## config.mk

```make
export PLATFORM = sky130hd
export DESIGN_NAME = fifo_tlb_with_pid_tags_top
export DESIGN_NICKNAME = d
export VERILOG_FILES = /design/src/rtl/core/ftlb_pkg.sv /design/src/rtl/core/fifo_tlb_with_pid_tags_top.sv /design/src/rtl/core/ftlb_cfg.sv /design/src/rtl/core/ftlb_ctrl.sv /design/src/rtl/core/ftlb_dp.sv
export SDC_FILE = /design/constraint.sdc
export NUM_CORES = 2
export LEC_CHECK = 0
export BUFFER_PORTS_ARGS = -buffer_cell sky130_fd_sc_hd__buf_4
export CAP_MARGIN = 0
export CELL_PAD_IN_SITES_DETAIL_PLACEMENT = 1
export CELL_PAD_IN_SITES_GLOBAL_PLACEMENT = 2
export CORE_MARGIN = 2
export CORE_UTILIZATION = 30
export DETAILED_ROUTE_END_ITERATION = 6
export PLACE_DENSITY = 0.58
export SYNTH_ARGS = -nofsm -noshare
export SYNTH_HDL_FRONTEND = slang
export SYNTH_HIERARCHICAL = 1
export SYNTH_SLANG_ARGS = --single-unit
```

## constraint.sdc

```tcl
create_clock -name clk -period 12 [get_ports clk]
set_input_delay 2.4 -clock clk [delete_from_list [all_inputs] [get_ports clk]]
set_output_delay 2.4 -clock clk [all_outputs]
set_load 0.01 [all_outputs]
```

## src/rtl/core/ftlb_pkg.sv

```systemverilog
// ----------------------------------------------------------------------------
// ftlb_pkg
// Shared types and constants for the FIFO-replacement TLB with pid tags.
// ----------------------------------------------------------------------------
package ftlb_pkg;

	localparam int DEPTH    = 16;
	localparam int PID_BITS = 16;
	localparam int IDX_W    = $clog2(DEPTH);
	localparam int CNT_W    = $clog2(DEPTH + 1);
	localparam int PADDR_W  = 5;
	localparam int REG_W    = 3;

	typedef enum logic [1:0] {
		OP_LOOKUP = 2'd0,
		OP_INSERT = 2'd1,
		OP_INVAL  = 2'd2,
		OP_DIRTY  = 2'd3
	} op_t;

	localparam logic [REG_W-1:0] REG_OFFSET = 3'd0;
	localparam logic [REG_W-1:0] REG_GLOBAL = 3'd1;
	localparam logic [REG_W-1:0] REG_FRAME  = 3'd2;
	localparam logic [REG_W-1:0] REG_DIRTY  = 3'd3;
	localparam logic [REG_W-1:0] REG_WSET   = 3'd4;

	localparam logic [4:0]  RST_OFFSET = 5'd12;
	localparam logic [31:0] RST_GLOBAL = 32'h0000_0100;
	localparam logic [31:0] RST_FRAME  = 32'hFFFF_F000;
	localparam logic [31:0] RST_DIRTY  = 32'h0000_0040;
	localparam logic [31:0] RST_WSET   = 32'h0000_0020;

	typedef struct packed {
		logic [4:0]  offset_bits;
		logic [31:0] shared_mask;
		logic [31:0] frame_mask;
		logic [31:0] modify_mask;
		logic [31:0] working_set_mask;
	} cfg_t;

	typedef struct packed {
		logic latch;
		logic exec;
	} cmd_t;

	// first set bit in queue order, queue starting at slot oldest
	function automatic logic [DEPTH-1:0] pick_oldest(input logic [DEPTH-1:0] vec,
		input logic [IDX_W-1:0] oldest);
		logic [DEPTH-1:0] upper;
		logic [DEPTH-1:0] hi;
		logic [DEPTH-1:0] lo;
		logic [DEPTH-1:0] sel;
		for (int i = 0; i < DEPTH; i++) begin
			upper[i] = (IDX_W'(i) >= oldest);
		end
		hi  = vec & upper;
		lo  = vec & ~upper;
		sel = (hi != '0) ? hi : lo;
		return sel & (~sel + DEPTH'(1));
	endfunction

endpackage

```

## src/rtl/core/fifo_tlb_with_pid_tags_top.sv

```systemverilog
// ----------------------------------------------------------------------------
// fifo_tlb_with_pid_tags_top
// Fully associative TLB, oldest-first replacement, per-process tags.
// ----------------------------------------------------------------------------
// Result: a request accepted while idle runs in the execute state, and its
// result strobe (done) is registered from it; the receiver cannot stall and takes it then.
// Busy: no new request is taken during the single execute state of the entry
// compare and write-back; busy is high during that state.
// Reset: queue empties and registers take their defaults; entry contents
// are not cleared, so no clearing pass is needed.
module fifo_tlb_with_pid_tags_top (
	input  logic                          clk,
	input  logic                          arst_n,
	input  logic                          start,
	output logic                          busy,
	input  logic [1:0]                    operation,
	input  logic [ftlb_pkg::PID_BITS-1:0] requester_pid,
	input  logic [31:0]                   virt_addr,
	input  logic [31:0]                   new_table_entry,
	input  logic [31:0]                   dirty_frame,
	output logic                          done,
	output logic                          hit,
	output logic                          miss,
	output logic [31:0]                   frame_number,
	output logic                          evict_valid,
	output logic [31:0]                   evict_frame,
	output logic [31:0]                   evict_table_entry,
	input  logic                          psel,
	input  logic                          penable,
	input  logic                          pwrite,
	input  logic [ftlb_pkg::PADDR_W-1:0]  paddr,
	input  logic [31:0]                   pwdata,
	output logic [31:0]                   prdata,
	output logic                          pready
);
	import ftlb_pkg::*;

	cfg_t cfg;
	cmd_t cmd;

	ftlb_cfg u_cfg (
		.clk     (clk),
		.arst_n  (arst_n),
		.psel    (psel),
		.penable (penable),
		.pwrite  (pwrite),
		.paddr   (paddr),
		.pwdata  (pwdata),
		.prdata  (prdata),
		.pready  (pready),
		.cfg     (cfg)
	);

	ftlb_ctrl u_ctrl (
		.clk    (clk),
		.arst_n (arst_n),
		.start  (start),
		.busy   (busy),
		.cmd    (cmd)
	);

	ftlb_dp u_dp (
		.clk               (clk),
		.arst_n            (arst_n),
		.cmd               (cmd),
		.cfg               (cfg),
		.operation         (operation),
		.requester_pid     (requester_pid),
		.virt_addr         (virt_addr),
		.new_table_entry   (new_table_entry),
		.dirty_frame       (dirty_frame),
		.done              (done),
		.hit               (hit),
		.miss              (miss),
		.frame_number      (frame_number),
		.evict_valid       (evict_valid),
		.evict_frame       (evict_frame),
		.evict_table_entry (evict_table_entry)
	);

endmodule

```

## src/rtl/core/ftlb_cfg.sv

```systemverilog
// ----------------------------------------------------------------------------
// ftlb_cfg
// APB-style configuration registers.
// ----------------------------------------------------------------------------
module ftlb_cfg (
	input  logic                          clk,
	input  logic                          arst_n,
	input  logic                          psel,
	input  logic                          penable,
	input  logic                          pwrite,
	input  logic [ftlb_pkg::PADDR_W-1:0]  paddr,
	input  logic [31:0]                   pwdata,
	output logic [31:0]                   prdata,
	output logic                          pready,
	output ftlb_pkg::cfg_t                cfg
);
	import ftlb_pkg::*;

	cfg_t             cfg_q;
	logic             wr_en;
	logic [REG_W-1:0] reg_sel;

	assign pready  = 1'b1;
	assign wr_en   = psel & penable & pwrite;
	assign reg_sel = paddr[PADDR_W-1:2];
	assign cfg     = cfg_q;

	always_ff @(posedge clk or negedge arst_n) begin
		if (!arst_n) begin
			cfg_q.offset_bits      <= RST_OFFSET;
			cfg_q.shared_mask      <= RST_GLOBAL;
			cfg_q.frame_mask       <= RST_FRAME;
			cfg_q.modify_mask      <= RST_DIRTY;
			cfg_q.working_set_mask <= RST_WSET;
		end else if (wr_en) begin
			case (reg_sel)
				REG_OFFSET: cfg_q.offset_bits      <= pwdata[4:0];
				REG_GLOBAL: cfg_q.shared_mask      <= pwdata;
				REG_FRAME:  cfg_q.frame_mask       <= pwdata;
				REG_DIRTY:  cfg_q.modify_mask      <= pwdata;
				REG_WSET:   cfg_q.working_set_mask <= pwdata;
				default: ;
			endcase
		end
	end

	always_comb begin
		case (reg_sel)
			REG_OFFSET: prdata = {27'd0, cfg_q.offset_bits};
			REG_GLOBAL: prdata = cfg_q.shared_mask;
			REG_FRAME:  prdata = cfg_q.frame_mask;
			REG_DIRTY:  prdata = cfg_q.modify_mask;
			REG_WSET:   prdata = cfg_q.working_set_mask;
			default:    prdata = 32'd0;
		endcase
	end

endmodule

```

## src/rtl/core/ftlb_ctrl.sv

```systemverilog
// ----------------------------------------------------------------------------
// ftlb_ctrl
// Request sequencer: latch a request, then execute it in the execute state.
// ----------------------------------------------------------------------------
module ftlb_ctrl (
	input  logic           clk,
	input  logic           arst_n,
	input  logic           start,
	output logic           busy,
	output ftlb_pkg::cmd_t cmd
);
	import ftlb_pkg::*;

	typedef enum logic [1:0] {
		ST_IDLE = 2'b01,
		ST_EXEC = 2'b10
	} state_t;

	state_t state_q;
	state_t state_nxt;

	always_comb begin
		case (state_q)
			ST_IDLE: state_nxt = start ? ST_EXEC : ST_IDLE;
			ST_EXEC: state_nxt = ST_IDLE;
			default: state_nxt = ST_IDLE;
		endcase
	end

	always_ff @(posedge clk or negedge arst_n) begin
		if (!arst_n) begin
			state_q <= ST_IDLE;
		end else begin
			state_q <= state_nxt;
		end
	end

	assign busy      = (state_q == ST_EXEC);
	assign cmd.latch = start & (state_q == ST_IDLE);
	assign cmd.exec  = (state_q == ST_EXEC);

endmodule

```

## src/rtl/core/ftlb_dp.sv

```systemverilog
// ----------------------------------------------------------------------------
// ftlb_dp
// Entry registers, parallel tag compare, oldest-first pick and result regs.
// ----------------------------------------------------------------------------
module ftlb_dp (
	input  logic                          clk,
	input  logic                          arst_n,
	input  ftlb_pkg::cmd_t                cmd,
	input  ftlb_pkg::cfg_t                cfg,
	input  logic [1:0]                    operation,
	input  logic [ftlb_pkg::PID_BITS-1:0] requester_pid,
	input  logic [31:0]                   virt_addr,
	input  logic [31:0]                   new_table_entry,
	input  logic [31:0]                   dirty_frame,
	output logic                          done,
	output logic                          hit,
	output logic                          miss,
	output logic [31:0]                   frame_number,
	output logic                          evict_valid,
	output logic [31:0]                   evict_frame,
	output logic [31:0]                   evict_table_entry
);
	import ftlb_pkg::*;

	// request registers
	op_t                 op_q;
	logic [PID_BITS-1:0] pid_q;
	logic [31:0]         page_q;
	logic [31:0]         pte_q;
	logic [31:0]         dframe_q;

	// entry store
	logic                slot_valid  [DEPTH];
	logic                slot_global [DEPTH];
	logic [PID_BITS-1:0] slot_pid    [DEPTH];
	logic [31:0]         slot_page   [DEPTH];
	logic [31:0]         slot_frame  [DEPTH];
	logic [31:0]         slot_entry  [DEPTH];

	logic [IDX_W-1:0] oldest_q;
	logic [CNT_W-1:0] count_q;

	logic                done_q, hit_q, miss_q, ev_valid_q;
	logic [31:0]         frame_q, ev_frame_q, ev_entry_q;

	logic [DEPTH-1:0] occ, lk_vec, inv_vec, dt_vec, search_vec, pick_oh, old_oh, wr_oh;
	logic [31:0]      pick_frame, old_frame, old_entry;
	logic             any_match, full, new_global;
	logic [CNT_W:0]   wr_sum;
	logic [IDX_W-1:0] wr_idx, oldest_inc;

	always_comb begin
		logic [CNT_W-1:0] pos;
		for (int i = 0; i < DEPTH; i++) begin
			if (IDX_W'(i) >= oldest_q) begin
				pos = CNT_W'(i) - CNT_W'(oldest_q);
			end else begin
				pos = CNT_W'(i) + CNT_W'(DEPTH) - CNT_W'(oldest_q);
			end
			occ[i]     = (pos < count_q);
			lk_vec[i]  = occ[i] & slot_valid[i] & (slot_page[i] == page_q) &
				(slot_global[i] | (slot_pid[i] == pid_q));
			inv_vec[i] = occ[i] & ~slot_global[i] & (slot_pid[i] == pid_q);
			dt_vec[i]  = occ[i] & slot_valid[i] & (slot_frame[i] == dframe_q);
			old_oh[i]  = (IDX_W'(i) == oldest_q);
			wr_oh[i]   = (IDX_W'(i) == wr_idx);
		end
	end

	assign search_vec = (op_q == OP_LOOKUP) ? lk_vec : dt_vec;
	assign pick_oh    = pick_oldest(search_vec, oldest_q);
	assign any_match  = |search_vec;
	assign full       = (count_q == CNT_W'(DEPTH));
	assign new_global = (pte_q & cfg.shared_mask) != 32'd0;

	always_comb begin
		pick_frame = '0;
		old_frame  = '0;
		old_entry  = '0;
		for (int i = 0; i < DEPTH; i++) begin
			pick_frame = pick_frame | (slot_frame[i] & {32{pick_oh[i]}});
			old_frame  = old_frame  | (slot_frame[i] & {32{old_oh[i]}});
			old_entry  = old_entry  | (slot_entry[i] & {32{old_oh[i]}});
		end
	end

	// append position: oldest + count, wrapped
	always_comb begin
		wr_sum = {1'b0, CNT_W'(oldest_q)} + {1'b0, count_q};
		if (full) begin
			wr_idx = oldest_q;
		end else if (wr_sum >= (CNT_W + 1)'(DEPTH)) begin
			wr_idx = IDX_W'(wr_sum - (CNT_W + 1)'(DEPTH));
		end else begin
			wr_idx = IDX_W'(wr_sum);
		end
		oldest_inc = (oldest_q == IDX_W'(DEPTH - 1)) ? '0 : oldest_q + IDX_W'(1);
	end

	always_ff @(posedge clk) begin
		if (cmd.latch) begin
			op_q     <= op_t'(operation);
			pid_q    <= requester_pid;
			page_q   <= virt_addr >> cfg.offset_bits;
			pte_q    <= new_table_entry;
			dframe_q <= dirty_frame;
		end
	end

	always_ff @(posedge clk) begin
		if (cmd.exec) begin
			for (int i = 0; i < DEPTH; i++) begin
				case (op_q)
					OP_LOOKUP: begin
						if (pick_oh[i]) begin
							slot_entry[i] <= slot_entry[i] | cfg.working_set_mask;
						end
					end
					OP_INSERT: begin
						if (wr_oh[i]) begin
							slot_valid[i]  <= 1'b1;
							slot_global[i] <= new_global;
							slot_pid[i]    <= new_global ? '1 : pid_q;
							slot_page[i]   <= page_q;
							slot_frame[i]  <= pte_q & cfg.frame_mask;
							slot_entry[i]  <= pte_q;
						end
					end
					OP_INVAL: begin
						if (inv_vec[i]) begin
							slot_valid[i] <= 1'b0;
						end
					end
					OP_DIRTY: begin
						if (pick_oh[i]) begin
							slot_entry[i] <= slot_entry[i] | cfg.modify_mask;
						end
					end
					default: ;
				endcase
			end
		end
	end

	always_ff @(posedge clk or negedge arst_n) begin
		if (!arst_n) begin
			oldest_q   <= '0;
			count_q    <= '0;
			done_q     <= 1'b0;
			hit_q      <= 1'b0;
			miss_q     <= 1'b0;
			frame_q    <= '0;
			ev_valid_q <= 1'b0;
			ev_frame_q <= '0;
			ev_entry_q <= '0;
		end else begin
			done_q <= cmd.exec;
			if (cmd.exec) begin
				hit_q      <= 1'b0;
				miss_q     <= 1'b0;
				frame_q    <= '0;
				ev_valid_q <= 1'b0;
				ev_frame_q <= '0;
				ev_entry_q <= '0;
				case (op_q)
					OP_LOOKUP: begin
						hit_q   <= any_match;
						miss_q  <= ~any_match;
						frame_q <= any_match ? pick_frame : '1;
					end
					OP_INSERT: begin
						if (full) begin
							ev_valid_q <= 1'b1;
							ev_frame_q <= old_frame;
							ev_entry_q <= old_entry;
							oldest_q   <= oldest_inc;
						end else begin
							count_q <= count_q + CNT_W'(1);
						end
					end
					default: ;
				endcase
			end
		end
	end

	assign done              = done_q;
	assign hit               = hit_q;
	assign miss              = miss_q;
	assign frame_number      = frame_q;
	assign evict_valid       = ev_valid_q;
	assign evict_frame       = ev_frame_q;
	assign evict_table_entry = ev_entry_q;

	a_count_range: assert property (@(posedge clk) disable iff (!arst_n)
		count_q <= CNT_W'(DEPTH))
		else $error("occupancy above depth");

	a_done_follows_exec: assert property (@(posedge clk) disable iff (!arst_n)
		cmd.exec |=> done_q)
		else $error("result strobe missing after execute");

	a_hit_miss_excl: assert property (@(posedge clk) disable iff (!arst_n)
		!(hit_q && miss_q))
		else $error("hit and miss both set");

	a_evict_on_full: assert property (@(posedge clk) disable iff (!arst_n)
		(cmd.exec && op_q == OP_INSERT && full) |=> (ev_valid_q && count_q == CNT_W'(DEPTH)))
		else $error("full insert did not evict");

endmodule

```

==> metrics.txt <==
number of sinks on the clock net=between 2000 and 2500; clock tree root buffer cell=sky130_fd_sc_hd__clkbuf_16; fraction of the yosys area taken by sequential cells=57.5%; number of endpoints failing setup at the final stage=0; clock tree from TritonCTS=yes; combined area of the multi-input logic cells=between 40000 and 50000 um^2; CP startpoint kind=flip-flop; vias in the first global route=between 80000 and 90000; post-cts repair resize count=0; list of cells traversed by the critical path=inv_1 -> ha_1 -> nand2_1 -> nor2_4 -> or2_4 -> xnor2_1 -> ha_1 -> a21oi_1 -> o211ai_1 -> nor4_1 -> a31oi_1 -> o211ai_1 -> or4_1 -> o21ai_0 -> nor4_4 -> nand3_2 -> nor4_4 -> buf_4 -> nor4_1 -> a211oi_1; arrival time at the worst endpoint=approximately 10000 ps; number of nets in the layout=about 9300; setup TNS=0 ps; vertical die dimension=615 um; largest net degree at the start of global routing=slightly below 80; effective utilization at floorplan=30.1%; worst vdd rail ir drop=~0.00011 V; Synth async-reset ratio=between 10% and 20%; post-route antenna net violation count=0; post-synth top area cell=sky130_fd_sc_hd__edfxtp_1; PwrDens=~150 nW/um^2; count of non-filler cells in the finished layout=~14000; class of the most critical setup path=reg2reg; design area=around 130000 um^2; starting DRC count in detailed routing=12841; number of vias in the routed layout=89429; number of max-cap violations=0; clock tree buffer depth=4; summed instance area of the synthesized netlist=112000 um^2; Setup crit start=u_dp/oldest_q[1]; vias per std cell=6.27; Yosys top cell area share=a little over half; Clk pwr share=42.0%; violated checks=design-rule violations; slowest stage cell, crit path=sky130_fd_sc_hd__nand3_2; endpoint required time on the critical path=between 10000 and 15000 ps; Reg-to-Reg End=u_dp/slot_entry[1][57]; total count of max-transition violations in the final report=0; number of enable-type register cells in the synthesized netlist=roughly 1900; final RePlAce weighted congestion=1.03; Slew HR=around 5.6%; top cells by count, synth=1937 x sky130_fd_sc_hd__edfxtp_1, 1063 x sky130_fd_sc_hd__xor2_1, 649 x sky130_fd_sc_hd__nor2_1; Crit Reg-Reg Startpoint=u_dp/oldest_q[1]; insertion delay to the later sink of the worst-skew pair=960 ps; min-delay worst type=reg2reg; post-CTS setup buffer count=0; slew of the pin with the lowest slew margin=approximately 1400 ps; Layout Area Growth over Synthesis=14.6%; critical path capture point=u_dp/slot_entry[1][57]; Cell Count Post-Placement=approximately 14000; Worst R2R Path Depth=20; Comb power frac=a little under an eighth; total of hold buffers inserted after clock tree synthesis=0; outcome=complete, but fails checks; library cells used by synthesis=between 100 and 150; maximum clock skew at final layout=104 ps; fill cell total of the finished layout=39433; total die area=between 300000 and 400000 um^2; switching power of the nets=between 5 and 6 mW; most frequently used flop master after synthesis=sky130_fd_sc_hd__edfxtp_1; switching fraction of total power=between 20% and 30%; clock slew at the register clock pins of the worst setup and hold paths=about 60 ps; level count of the clock H-tree=5; final worst-path setup slack=approximately 2300 ps; leftover overflow at the end of global routing=0; Yosys warnings=6; maximum achievable frequency=between 100 and 150 MHz; cell leakage power=approximately 43 nW; antenna violations before repair=37; RSZ-0062 raised after global routing=false; #FFs+latches synth=about 2200; sequential share of power=about 46%; footprint of the flip-flops and latches=64300 um^2; DP Worst Slack=between 2000 and 3000 ps; final clock period utilization by the worst path=roughly 80%; Top-Level Pins=between 200 and 300; Setup crit end kind=flip-flop; placed standard-cell area=119000 um^2; gate count after technology mapping=around 9000; detailed-router iteration count before antenna repair=7; remaining routing DRC violations=2; fraction of final layout cells sized beyond drive strength 1=14.2%; most numerous cell in the Yosys netlist=sky130_fd_sc_hd__edfxtp_1; routed wirelength normalized by instance count=41.3 um; Total Routed Length=roughly 590000 um; core utilization of the finished layout=between 30% and 40%; Avg Cell Area, Syn=12.4 um^2; minimum setup slack among reg-to-reg paths=2350 ps; post-detailed-placement half-perimeter wirelength=~360000 um; overall fraction of global-route tracks in use=30.1%; Std-Cell Rows=about 220; highest cell delay on the worst timing path=980 ps; shortest period the worst path allows=9650 ps; placeable core area=approximately 370000 um^2; first-pass GRT wire length=791000 um; Area contributors post-synth=sky130_fd_sc_hd__edfxtp_1 52%, sky130_fd_sc_hd__xor2_1 8.3%, sky130_fd_sc_hd__dfrtp_1 4.9%, sky130_fd_sc_hd__o22a_1 3.3%, sky130_fd_sc_hd__nor4_1 2.6%; buffers added on ports=around 290; CTS buffer count=between 200 and 300; final hold violation count=0; biggest fanout along the worst timing path=between 60 and 70; P_int=14.2 mW; Die W=roughly 610 um
## routing by layer
| layer | up-vias | global-route usage, % | part of all wire (%) |
|---|---|---|---|
| met5 | - | 0 | 0.015 |
| met2 | 5589 | 45.7 | 44 |
| li1 | 35199 | - | - |
| met4 | 14 | 15.3 | 5.9 |
| met3 | 1431 | 6.09 | 9.3 |
| met1 | 47196 | 40.5 | 41 |
## sequential cells by signal, indices dropped and copies added (netlist names), 133 cells and up
name / count
u_dp/slot_pid: 256
u_cfg/cfg: 133
u_dp/slot_entry: 512
u_dp/slot_frame: 512
u_dp/slot_page: 512
## area by class of cell
cell class	instances	area share (%)
clock inverters	110	0.824
multi-input cells	5898	34.3
well taps	4972	4.85
clock buffers	390	5.99
repair buffers	577	3.42
inverters	120	0.406
flip-flops and latches	2182	50.2
diodes	12	0.0234
## critical path: cells and delay by family (launching register included)
kind	cells	cell delay [ps]
simple gates	9	4990
compound gates	6	1640
buf+inv	2	1260
fa+ha+maj	2	610
flops	1	590
xor+xnor	1	180
## cell usage in the layout, fill, tap and decap left out, drive strengths merged, types with 99 or more instances in the layout
master and count:
nand2 232, nor4 475, a221oi 99, a21oi 209
nand4 137, xnor2 242, nor3 288, buf 577
xor2 1063, nand3 168, a22oi 289, a211oi 175
clkbuf 390, mux2i 129, inv 131, mux2 151
o22a 416, a222oi 128, dfrtp 218, edfxtp 1937
a22o 145, nor2 650
## logic make-up after synthesis
kind of cell	share of synthesized area, %
buffers and inverters	3.72
other	0.00671
XOR/XNOR	10.2
flip-flops	57.5
AND/OR/NAND/NOR	10.8
multiplexers	2.95
adder cells (fa/ha/maj)	0.779
AO/OA/AOI/OAI	14.0
## how the worst min path moves through the flow
stage / from / to / depth (start not counted)
after floorplan: u_ctrl/state_q[0] / u_ctrl/state_q[0] / 1
after global placement: u_ctrl/state_q[0] / u_ctrl/state_q[0] / 1
after detailed placement: u_ctrl/state_q[0] / u_ctrl/state_q[0] / 1
after CTS: u_ctrl/state_q[0] / u_ctrl/state_q[0] / 1
after global routing: u_dp/evict_valid / u_dp/evict_valid / 1
final: u_ctrl/state_q[0] / u_ctrl/state_q[0] / 1
## power by group through the flow
stage / Clock [mW] / Combinational (mW) / Sequential (mW)
after global routing: 8.67 / 2.48 / 9.11
after global placement: 0 / 2.25 / 9.22
after detailed placement: 0 / 2.31 / 9.23
after floorplan: 0 / 1.52 / 8.91
final: 8.28 / 2.32 / 9.09
after CTS: 8.41 / 2.32 / 9.08
## per-stage QoR
stage	total power, mW	hold slack [ps]
6_report	19.7	478
5_1_grt	20.3	502
4_1_cts	19.8	481
3_5_place_dp	11.5	464
3_3_place_gp	11.5	456
2_1_floorplan	10.4	446
Power figures use the tool's default switching activity.
